===== config.mk =====
export PLATFORM = sky130hd
export DESIGN_NAME = row_sequence_matcher
export DESIGN_NICKNAME = d
export VERILOG_FILES = /design/src/sv/rsm_pkg.sv /design/src/sv/rsm_match_core.sv /design/src/sv/row_sequence_matcher.sv
export SDC_FILE = /design/constraint.sdc
export NUM_CORES = 1
export LEC_CHECK = 0
export BUFFER_PORTS_ARGS = -buffer_cell sky130_fd_sc_hd__clkbuf_2
export CAP_MARGIN = 25
export CELL_PAD_IN_SITES_DETAIL_PLACEMENT = 0
export CELL_PAD_IN_SITES_GLOBAL_PLACEMENT = 1
export CORE_MARGIN = 3
export CORE_UTILIZATION = 36
export CTS_BUF_LIST = sky130_fd_sc_hd__clkbuf_16
export CTS_CLUSTER_DIAMETER = 100
export DETAILED_ROUTE_END_ITERATION = 8
export PLACE_DENSITY = 0.54
export SETUP_SLACK_MARGIN = 0.3
export SLEW_MARGIN = 5
export SYNTH_ARGS = -nofsm -noshare
export SYNTH_HDL_FRONTEND = slang
export SYNTH_HIERARCHICAL = 1
export SYNTH_SLANG_ARGS = --single-unit

===== constraint.sdc =====
create_clock -name aclk -period 4.4 [get_ports aclk]
set_clock_uncertainty 0.2 [all_clocks]
set_input_delay 0 -clock aclk [delete_from_list [all_inputs] [get_ports aclk]]
set_output_delay 0 -clock aclk [all_outputs]
set_load 0.02 [all_outputs]

===== src/sv/rsm_pkg.sv =====
package rsm_pkg;

    // pattern depth and row limit
    localparam int PATTERN_MAX = 16;
    localparam int ROW_MAX     = 65536;

    // derived widths
    localparam int PAT_LEN_W  = $clog2(PATTERN_MAX + 1);
    localparam int PAT_IDX_W  = (PATTERN_MAX > 1) ? $clog2(PATTERN_MAX) : 1;
    localparam int ROW_CNT_W  = $clog2(ROW_MAX + 1);

    // fixed field widths
    localparam int VALUE_W    = 32;
    localparam int ROW_NUM_W  = 17;

    typedef enum logic [1:0] {
        REQ_NEW_QUERY = 2'd0,
        REQ_PATTERN   = 2'd1,
        REQ_MATRIX    = 2'd2,
        REQ_EMPTY_ROW = 2'd3
    } req_t;

    typedef struct packed {
        req_t                      req_type;
        logic signed [VALUE_W-1:0] value;
        logic                      row_end;
    } item_t;

    typedef struct packed {
        logic                 valid;
        logic [ROW_NUM_W-1:0] row_number;
    } result_t;

endpackage


===== src/sv/rsm_match_core.sv =====
module rsm_match_core
    import rsm_pkg::*;
(
    input  logic    aclk,
    input  logic    aresetn,
    input  logic    item_fire,
    input  item_t   item,
    output result_t result
);

    logic [VALUE_W-1:0]     pat_store_reg [PATTERN_MAX];
    logic [PAT_LEN_W-1:0]   pat_len_reg, pat_len_next;
    logic                   pat_ovf_reg, pat_ovf_next;
    logic [PATTERN_MAX-1:0] partial_reg, partial_next;
    logic                   row_hit_reg, row_hit_next;
    logic [ROW_CNT_W-1:0]   row_cnt_reg, row_cnt_next;

    logic [PATTERN_MAX-1:0] match_vec;
    logic                   full_hit;
    logic                   hit_now;
    logic                   pat_full;
    logic                   cnt_room;
    logic [PAT_IDX_W-1:0]   last_idx;
    logic [PAT_IDX_W-1:0]   wr_idx;

    // partial-match vector for the incoming element
    always_comb begin
        for (int k = 0; k < PATTERN_MAX; k++) begin
            logic prev;
            prev = (k == 0) ? 1'b1 : partial_reg[(k > 0) ? k - 1 : 0];
            match_vec[k] = (PAT_LEN_W'(k) < pat_len_reg) && prev
                           && (pat_store_reg[k] == item.value);
        end
    end

    assign last_idx = PAT_IDX_W'(pat_len_reg - PAT_LEN_W'(1));
    assign wr_idx   = PAT_IDX_W'(pat_len_reg);
    assign full_hit = (pat_len_reg == '0) || match_vec[last_idx];
    assign hit_now  = row_hit_reg || (!pat_ovf_reg && full_hit);
    assign pat_full = (pat_len_reg == PAT_LEN_W'(PATTERN_MAX));
    assign cnt_room = (row_cnt_reg < ROW_CNT_W'(ROW_MAX));

    always_comb begin
        pat_len_next      = pat_len_reg;
        pat_ovf_next      = pat_ovf_reg;
        partial_next      = partial_reg;
        row_hit_next      = row_hit_reg;
        row_cnt_next      = row_cnt_reg;
        result.valid      = 1'b0;
        result.row_number = ROW_NUM_W'(row_cnt_reg + ROW_CNT_W'(1));
        if (item_fire) begin
            case (item.req_type)
                REQ_NEW_QUERY: begin
                    pat_len_next = '0;
                    pat_ovf_next = 1'b0;
                    row_cnt_next = '0;
                    partial_next = '0;
                    row_hit_next = 1'b0;
                end
                REQ_PATTERN: begin
                    if (pat_full) begin
                        pat_ovf_next = 1'b1;
                    end else begin
                        pat_len_next = pat_len_reg + PAT_LEN_W'(1);
                    end
                end
                REQ_MATRIX: begin
                    partial_next = match_vec;
                    row_hit_next = hit_now;
                    if (item.row_end) begin
                        if (cnt_room) begin
                            row_cnt_next = row_cnt_reg + ROW_CNT_W'(1);
                            result.valid = hit_now;
                        end
                        partial_next = '0;
                        row_hit_next = 1'b0;
                    end
                end
                default: begin
                    partial_next = '0;
                    row_hit_next = 1'b0;
                    if (cnt_room) begin
                        row_cnt_next = row_cnt_reg + ROW_CNT_W'(1);
                    end
                end
            endcase
        end
    end

    // pattern entries, written in order after a new query
    always_ff @(posedge aclk) begin
        if (item_fire && item.req_type == REQ_PATTERN && !pat_full) begin
            pat_store_reg[wr_idx] <= item.value;
        end
    end

    always_ff @(posedge aclk) begin
        if (!aresetn) begin
            pat_len_reg <= '0;
            pat_ovf_reg <= 1'b0;
            partial_reg <= '0;
            row_hit_reg <= 1'b0;
            row_cnt_reg <= '0;
        end else begin
            pat_len_reg <= pat_len_next;
            pat_ovf_reg <= pat_ovf_next;
            partial_reg <= partial_next;
            row_hit_reg <= row_hit_next;
            row_cnt_reg <= row_cnt_next;
        end
    end

    a_len_bound: assert property (@(posedge aclk) disable iff (!aresetn)
        pat_len_reg <= PAT_LEN_W'(PATTERN_MAX))
        else $error("pattern length past depth");

    a_new_query_clears: assert property (@(posedge aclk) disable iff (!aresetn)
        (item_fire && item.req_type == REQ_NEW_QUERY)
        |=> (pat_len_reg == '0 && row_cnt_reg == '0 && !pat_ovf_reg && partial_reg == '0))
        else $error("new query left state behind");

    a_result_at_row_end: assert property (@(posedge aclk) disable iff (!aresetn)
        result.valid |-> (item_fire && item.req_type == REQ_MATRIX && item.row_end))
        else $error("result outside a row end");

    a_overflow_no_hit: assert property (@(posedge aclk) disable iff (!aresetn)
        (pat_ovf_reg && !row_hit_reg && item_fire && item.req_type != REQ_PATTERN)
        |=> !row_hit_reg)
        else $error("row hit while pattern overflowed");

endmodule


===== src/sv/row_sequence_matcher.sv =====
// channel  | ports                                    | handshake
// ---------+------------------------------------------+------------------
// input    | s_req_type, s_value, s_row_end           | s_valid / s_ready
// result   | m_row_number                             | m_valid / m_ready
//
// one item per cycle sustained unless the result stalls: input register,
// one pass through the match core, result register, which drives m_valid
// synchronous active-low reset clears control state; the pattern entries
// are not cleared and are written again after every new query
// a stalled result holds the result register and the item behind it;
// s_ready drops once the input register is full behind a stalled result
module row_sequence_matcher
    import rsm_pkg::*;
(
    input  logic                      aclk,
    input  logic                      aresetn,
    input  logic                      s_valid,
    output logic                      s_ready,
    input  logic [1:0]                s_req_type,
    input  logic signed [VALUE_W-1:0] s_value,
    input  logic                      s_row_end,
    output logic                      m_valid,
    input  logic                      m_ready,
    output logic [ROW_NUM_W-1:0]      m_row_number
);

    // input register
    logic    in_valid_reg, in_valid_next;
    item_t   in_item_reg;

    // result register
    logic                 out_valid_reg, out_valid_next;
    logic [ROW_NUM_W-1:0] out_row_reg;

    logic    out_free;
    logic    process;
    item_t   s_item;
    result_t core_result;

    // result register can take a new value this cycle
    assign out_free = !out_valid_reg || m_ready;
    // the held item goes through the core when its result has somewhere to go
    assign process  = in_valid_reg && out_free;
    // input register is free, or is emptying this cycle
    assign s_ready  = !in_valid_reg || out_free;

    assign s_item.req_type = req_t'(s_req_type);
    assign s_item.value    = s_value;
    assign s_item.row_end  = s_row_end;

    rsm_match_core u_core (
        .aclk      (aclk),
        .aresetn   (aresetn),
        .item_fire (process),
        .item      (in_item_reg),
        .result    (core_result)
    );

    always_comb begin
        in_valid_next = in_valid_reg;
        if (s_ready) begin
            in_valid_next = s_valid;
        end
        out_valid_next = out_valid_reg;
        if (out_free) begin
            out_valid_next = process && core_result.valid;
        end
    end

    always_ff @(posedge aclk) begin
        if (!aresetn) begin
            in_valid_reg  <= 1'b0;
            out_valid_reg <= 1'b0;
        end else begin
            in_valid_reg  <= in_valid_next;
            out_valid_reg <= out_valid_next;
        end
    end

    // payload registers, no reset
    always_ff @(posedge aclk) begin
        if (s_valid && s_ready) begin
            in_item_reg <= s_item;
        end
        if (process && core_result.valid) begin
            out_row_reg <= core_result.row_number;
        end
    end

    assign m_valid      = out_valid_reg;
    assign m_row_number = out_row_reg;

    a_hold_when_blocked: assert property (@(posedge aclk) disable iff (!aresetn)
        (in_valid_reg && !out_free) |=> (in_valid_reg && $stable(in_item_reg)))
        else $error("held item lost while result stalled");

    a_row_nonzero: assert property (@(posedge aclk) disable iff (!aresetn)
        out_valid_reg |-> (out_row_reg != '0))
        else $error("row number zero");

    a_result_from_item: assert property (@(posedge aclk) disable iff (!aresetn)
        ($rose(out_valid_reg)) |-> $past(process))
        else $error("result without a processed item");

endmodule


-- Yosys cells after proc, flatten, opt, wreduce, memory -nomap -nowiden
Memory sizes are Yosys's and may differ from the RTL's.
Cells that the tools add are included.
- bits in registers: 93
- bits in writable memories: 512
- input bits: 39
- logic and storage cells: 127
- memories: 1
- memory list (memory ; depth ; bits a word ; rd ports ; clocked after Yosys merged registers in ; write ports ; RTL line ; text):
    u_core.pat_store_reg ; 16 ; 32 ; 16 ; 0 ; 1 ; rsm_match_core.sv:11 ; logic [VALUE_W-1:0] pat_store_reg [PATTERN_MAX];
- add/sub/neg operators: 3
- $lt $le $gt $ge: 18
- eq/ne operators: 22
- muxes and demuxes: 19
- bitwise gates (word level): 1
- reductions and logical operators: 52
- operator list (operator ; number):
    32-bit == test ; 16
    17-bit case mux with 3 select lines ; 1
    4-bit by 5-bit less-than comparator with 1-bit output, first input constant ; 8
    1-bit logical AND ; 37
    17-bit two-way mux ; 2
    15-bit case mux with 2 select lines ; 1
    3-bit by 5-bit less-than comparator with 1-bit output, first input constant ; 4
    17-bit by 1-bit adder with 17-bit output, second input constant ; 1
    17-bit less-than comparator, second input constant ; 1
    15-bit two-way mux ; 1
    1-bit by 5-bit less-than comparator with 1-bit output, first input constant ; 2
    2-bit by 5-bit less-than comparator with 1-bit output, first input constant ; 2
    5-bit case mux with 2 select lines ; 1
    1-bit two-way mux ; 9
    3-bit AND reduction ; 3
    5-bit by 1-bit adder with 5-bit output, second input constant ; 1
    5-bit == test, second input constant ; 1
    5-bit zero test ; 1
    4-bit by 5-bit less-than comparator with 1-bit output, second input constant ; 1
    5-bit two-way mux ; 1
    1-bit binary-select mux with 4-bit select ; 1
    1-bit zero test ; 4
    1-bit logical OR ; 4
    2-bit inequality test, second input constant ; 2
    9 further kinds ; 10

-- Logic depth before layout (Yosys ltp)
- depth after elaboration: 13
- mapped depth: 13
- gate-level depth less buffers: 12

-- Cells and area by module
The synthesis kept the hierarchy.
- by module, submodules not included (module ; times used ; cells each ; area an instance (um^2) ; sequential area each (um^2)):
    rsm_match_core ; 1 ; 1623 ; 23914.2 ; 16155.5
    row_sequence_matcher ; 1 ; 65 ; 1674.1 ; 1601.5

-- Least setup slack after synthesis
OpenSTA, ideal clock, no wires.
- path kind: reg2reg
- start: register in_item_reg[14] (netlist bit)
- end: register out_row_reg[0], in the netlist m_row_number[0], enable pin
- library setup time: 0.391 ns
- arrival: 3.423 ns
- data required time: 3.809 ns
- setup slack: 0.386 ns
- cell stages (with the launch flop): 13
- period minus slack after synthesis: 4.014 ns
- path through: edfxtp_1 > buf_2 > buf_1 > xor2_1 > nor4_1 > nand4_1 > a2111oi_0 > nand4_1 > a211oi_1 > nand4b_1 > a21oi_1 > nand2_1 > nor2_1
- RTL lines (element ; RTL line ; text):
    from (decl) ; row_sequence_matcher.sv:29 ; item_t in_item_reg;
    from (signal assigned) ; row_sequence_matcher.sv:83 ; in_item_reg <= s_item;
    to (signal assigned) ; row_sequence_matcher.sv:86 ; out_row_reg <= core_result.row_number;
    to (decl) ; row_sequence_matcher.sv:33 ; logic [ROW_NUM_W-1:0] out_row_reg;

==> summary by stage <==
Layout
The antenna diode count is 0. In the final layout, the share of cells above drive strength 1 is 0.154. The register with the most flip-flops in the layout has 512 of them. The area added between synthesis and finish is 21.2%. The post-layout net count is 1984. The final core utilization is 0.441. Counting the fill cells in the layout gives 6327.

Logic synthesis
The share of synthesized registers carrying an async set or reset is 0. By area the synthesized netlist is led by sky130_fd_sc_hd__edfxtp_1 66%, sky130_fd_sc_hd__xor2_1 13%, sky130_fd_sc_hd__xnor2_1 5.3%, sky130_fd_sc_hd__dfxtp_1 3.2%, sky130_fd_sc_hd__nor4_1 2.5%. Counting flops with a built-in enable in the synthesized netlist gives 564. The dominant synthesized flop cell is sky130_fd_sc_hd__edfxtp_1. The area share of the largest cell type after synthesis is 0.662.

After synthesis, the mean cell area works out to 15.2 µm². The share of the Yosys chip area taken by registers is 0.694. After technology mapping, the gate count stands at 1688. The summed instance area of the synthesized netlist is 25600 µm². The number of unique standard cell types used by synthesis is 56. The post-synthesis sequential element count is 605.

The number of nets in the synthesized netlist is 1732. The number of warnings printed during yosys synthesis is 6. The largest total area in the synthesized netlist belongs to sky130_fd_sc_hd__edfxtp_1.

Drt
The via count is 14738. In the final routed layout, each cell accounts on average for 24.9 µm. The number of remaining DRC errors is 0. The final layout contains routed wiring with a total length of 72900 µm. The number of optimization iterations in the first detailed-route pass is 5. The initial detailed-routing violation count is 1228.

Using the TritonRoute via totals, the vias-per-cell ratio works out to 5.03. The number of routed nets with antenna violations is 0.

STA
Setup repair after global routing left no endpoint under its margin. For the finished layout, the period the worst path requires is 3920 ps. Setup violations remaining at the end of the flow were counted as 0. Final hold analysis gives a worst-case slack of 43.1 ps. The number of pins exceeding their max-slew limit in the final report is 0. The final count of hold timing violations is 0. For the pin with the worst max-slew slack, the measured transition is 864 ps. The worst-case headroom to the max-slew limit is 0.424. Dividing the final minimum period by the clock period gives 0.890. The peak clock frequency supported by timing is 255 MHz. For the final routed database, the setup TNS stands at 0 ps.

Worst hold path
The worst hold path was traced through 2 stages. The origin of the worst min-delay path is s_value[4]. The type of the worst min-delay path is in2reg. The destination of the worst hold path is in_item_reg[5].

Global route
Entering global routing, the biggest net connects 43 pins. The via count of the first global-routing pass is 14876. The total routing usage reported by global routing is 0.196. The first global-routing pass estimated 104000 µm of wire.

The number of antenna violations at the first check in global routing is 1. Global routing finished with a remaining overflow of 0.

Floorplanning
The initialized floorplan defines 97 standard-cell rows. The effective utilization at floorplan is 0.364. The floorplan die area is 74300 µm². The floorplan step defined a core boundary enclosing 70300 µm².

The chip width is 273 µm. The vertical die dimension is 273 µm. For this design the top-level I/O count stands at 58.

CTS
The clock insertion delay at the later pin of the skew report is 610 ps. Counting the buffers created by CTS gives 69. The clock tree from TritonCTS is done. The count of clock tree sinks is 605.

The root cell of the clock tree is sky130_fd_sc_hd__clkbuf_16. Clock-pin slew was measured on the worst setup and hold paths at 50 ps. The number of H-tree levels is 3.

The clock passes through at most 3 buffers.

Pwr
The power per cell area is 420 nW/µm². The leakage power of the design is 0.0105 µW. The highest ir drop seen on vdd is 292 µV.

Critical path
For the worst setup path, the data arrival time is 4020 ps. The startpoint kind of the worst setup timing path is a flip-flop. The largest fanout on the critical path is 17.

For the worst setup path, the data required time is 4500 ps. The worst register-to-register path has a depth of 13. Setup slack on the worst reg-to-reg path comes out at 480 ps. The worst setup path category is reg2reg. The startpoint identified for the worst register-to-register timing path is in_item_reg[4]. The worst setup path is captured at a flip-flop. The worst register-to-register path ends at m_row_number[2].

Job
Across the run, the number of max-cap violations was 0.

Status
The run finished with clean final reports.

Placed design
The total of buffers placed on input and output ports is 57. The estimated wirelength of the detail-placed design is 46400 µm. The congestion estimate from routability-driven global placement came to 0.800.
## cell usage in the layout (no fill, tap or decap), types with 16 or more instances in the layout
master / netlist / layout
sky130_fd_sc_hd__a22oi_1: 16 / 16
sky130_fd_sc_hd__and2_1: 27 / 27
sky130_fd_sc_hd__and3_1: 17 / 17
sky130_fd_sc_hd__buf_12: 0 / 24
sky130_fd_sc_hd__buf_4: 2 / 109
sky130_fd_sc_hd__clkbuf_16: 0 / 72
sky130_fd_sc_hd__clkbuf_2: 0 / 57
sky130_fd_sc_hd__dfxtp_1: 41 / 41
sky130_fd_sc_hd__dlygate4sd3_1: 0 / 73
sky130_fd_sc_hd__edfxtp_1: 564 / 564
sky130_fd_sc_hd__inv_1: 12 / 34
sky130_fd_sc_hd__nand2_1: 47 / 47
sky130_fd_sc_hd__nand3_1: 21 / 21
sky130_fd_sc_hd__nand4_1: 58 / 58
sky130_fd_sc_hd__nor2_1: 29 / 27
sky130_fd_sc_hd__nor2b_1: 25 / 25
sky130_fd_sc_hd__nor4_1: 102 / 91
sky130_fd_sc_hd__o21ai_0: 27 / 27
sky130_fd_sc_hd__xnor2_1: 156 / 155
sky130_fd_sc_hd__xor2_1: 367 / 367
## worst max path at each step
| stage | from | end | slack (ps) | cells after the start |
|---|---|---|---|---|
| 6_report | in_item_reg[4] | m_row_number[2] | 480 | 13 |
| 5_1_grt | in_item_reg[18] | m_row_number[2] | 270 | 13 |
| 4_1_cts | in_item_reg[6] | m_row_number[10] | 340 | 15 |
| 3_5_place_dp | in_item_reg[21] | m_row_number[12] | 110 | 12 |
| 3_3_place_gp | in_item_reg[21] | m_row_number[13] | 60 | 12 |
| 2_1_floorplan | in_item_reg[14] | m_row_number[0] | 390 | 12 |
## cell families after synthesis
logic type / Yosys count / synth area share
flops: 605 / 0.694
xor+xnor: 523 / 0.179
simple gates: 364 / 0.0810
buf+inv: 96 / 0.0172
compound gates: 91 / 0.0243
fa+ha+maj: 5 / 0.00244
mux: 4 / 0.00210
## critical path, cell delays in order, from the launching register on
cell                       delay, ps
sky130_fd_sc_hd__edfxtp_1        360
sky130_fd_sc_hd__buf_4           220
sky130_fd_sc_hd__buf_12          200
sky130_fd_sc_hd__xor2_1          180
sky130_fd_sc_hd__nor4_2          440
sky130_fd_sc_hd__nand3_1         230
sky130_fd_sc_hd__or4_1           620
sky130_fd_sc_hd__mux2i_1         180
sky130_fd_sc_hd__nor2_1           70
sky130_fd_sc_hd__nand4b_1        250
sky130_fd_sc_hd__a21oi_2         230
sky130_fd_sc_hd__nand2_1         100
sky130_fd_sc_hd__nor2_2          150
sky130_fd_sc_hd__buf_12          170
## cell type report
class / count / area, µm² / share of cell area
clock buffers: 72 / 1800 / 0.0581
inverters: 12 / 45.0 / 0.00145
multi-input cells: 987 / 7520 / 0.243
repair buffers: 265 / 2340 / 0.0754
clock inverters: 51 / 368 / 0.0119
well taps: 940 / 1180 / 0.0379
flip-flops and latches: 605 / 17800 / 0.573
## metal layers
layer / up-vias / GRT usage / routed length (µm)
met2: 339 / 0.314 / 33800
met4: 0 / 0.0534 / 1820
met1: 7614 / 0.276 / 34400
met3: 92 / 0.0306 / 2910
li1: 6693 / - / -
met5: - / 0 / 0
## synthesized netlist by cell type, types with 2 or more instances
| library cell | count |
|---|---|
| sky130_fd_sc_hd__nand3_1 | 21 |
| sky130_fd_sc_hd__and3_1 | 17 |
| sky130_fd_sc_hd__clkbuf_1 | 28 |
| sky130_fd_sc_hd__a21boi_0 | 4 |
| sky130_fd_sc_hd__o211ai_1 | 2 |
| sky130_fd_sc_hd__xor2_1 | 367 |
| sky130_fd_sc_hd__or3_1 | 4 |
| sky130_fd_sc_hd__o31ai_1 | 2 |
| sky130_fd_sc_hd__a211o_1 | 2 |
| sky130_fd_sc_hd__inv_1 | 12 |
| sky130_fd_sc_hd__xnor2_1 | 156 |
| sky130_fd_sc_hd__nor3b_1 | 3 |
| sky130_fd_sc_hd__buf_2 | 40 |
| sky130_fd_sc_hd__nor4_1 | 102 |
| sky130_fd_sc_hd__a2111o_1 | 2 |
| sky130_fd_sc_hd__a21o_1 | 2 |
| sky130_fd_sc_hd__a2111oi_0 | 5 |
| sky130_fd_sc_hd__buf_4 | 2 |
| sky130_fd_sc_hd__nor2_1 | 29 |
| sky130_fd_sc_hd__nor3_1 | 19 |
| sky130_fd_sc_hd__mux2i_1 | 2 |
| sky130_fd_sc_hd__dfxtp_1 | 41 |
| sky130_fd_sc_hd__o21a_1 | 2 |
| sky130_fd_sc_hd__and2_1 | 27 |
| sky130_fd_sc_hd__a21boi_1 | 2 |
| sky130_fd_sc_hd__nand2_1 | 47 |
| sky130_fd_sc_hd__a22oi_1 | 16 |
| sky130_fd_sc_hd__nor2b_1 | 25 |
| sky130_fd_sc_hd__nand4_1 | 58 |
| sky130_fd_sc_hd__edfxtp_1 | 564 |
| sky130_fd_sc_hd__a21oi_1 | 11 |
| sky130_fd_sc_hd__o21ai_0 | 27 |
| sky130_fd_sc_hd__buf_1 | 11 |
| sky130_fd_sc_hd__o21ai_1 | 2 |
| sky130_fd_sc_hd__buf_6 | 3 |
| sky130_fd_sc_hd__a211oi_1 | 3 |
| sky130_fd_sc_hd__or4_1 | 3 |
| sky130_fd_sc_hd__nand3b_1 | 3 |
| sky130_fd_sc_hd__ha_1 | 5 |
## metrics by stage
step	total power, µW	std cells	worst slack, ps	area (µm²)
after floorplan	7040	1688	386	25600
after global placement	7530	2730	63.1	27900
after detailed placement	7530	2731	112	27900
after CTS	13200	2930	342	30900
after global routing	13500	2932	272	31000
final	13000	2932	483	31000
## power breakdown
part | leakage, µW | internal (µW) | switching [µW]
registers | 0.00546 | 6360 | 45.1
clock network | 0.00114 | 3240 | 2300
logic | 0.00393 | 393 | 667
total | 0.0105 | 10000 | 3010
## what timing repair did
item / 4_1_cts / 5_1_grt
hold endpoints to repair: 60 / 0
pin swaps: 0 / 2
gates resized for setup: 7 / 14
buffers inserted: 3 / 2
cloned: 0 / 0
setup endpoints to repair: 17 / 17
hold buffers: 73 / 0
Note: power is estimated with default switching activity, not from simulation.
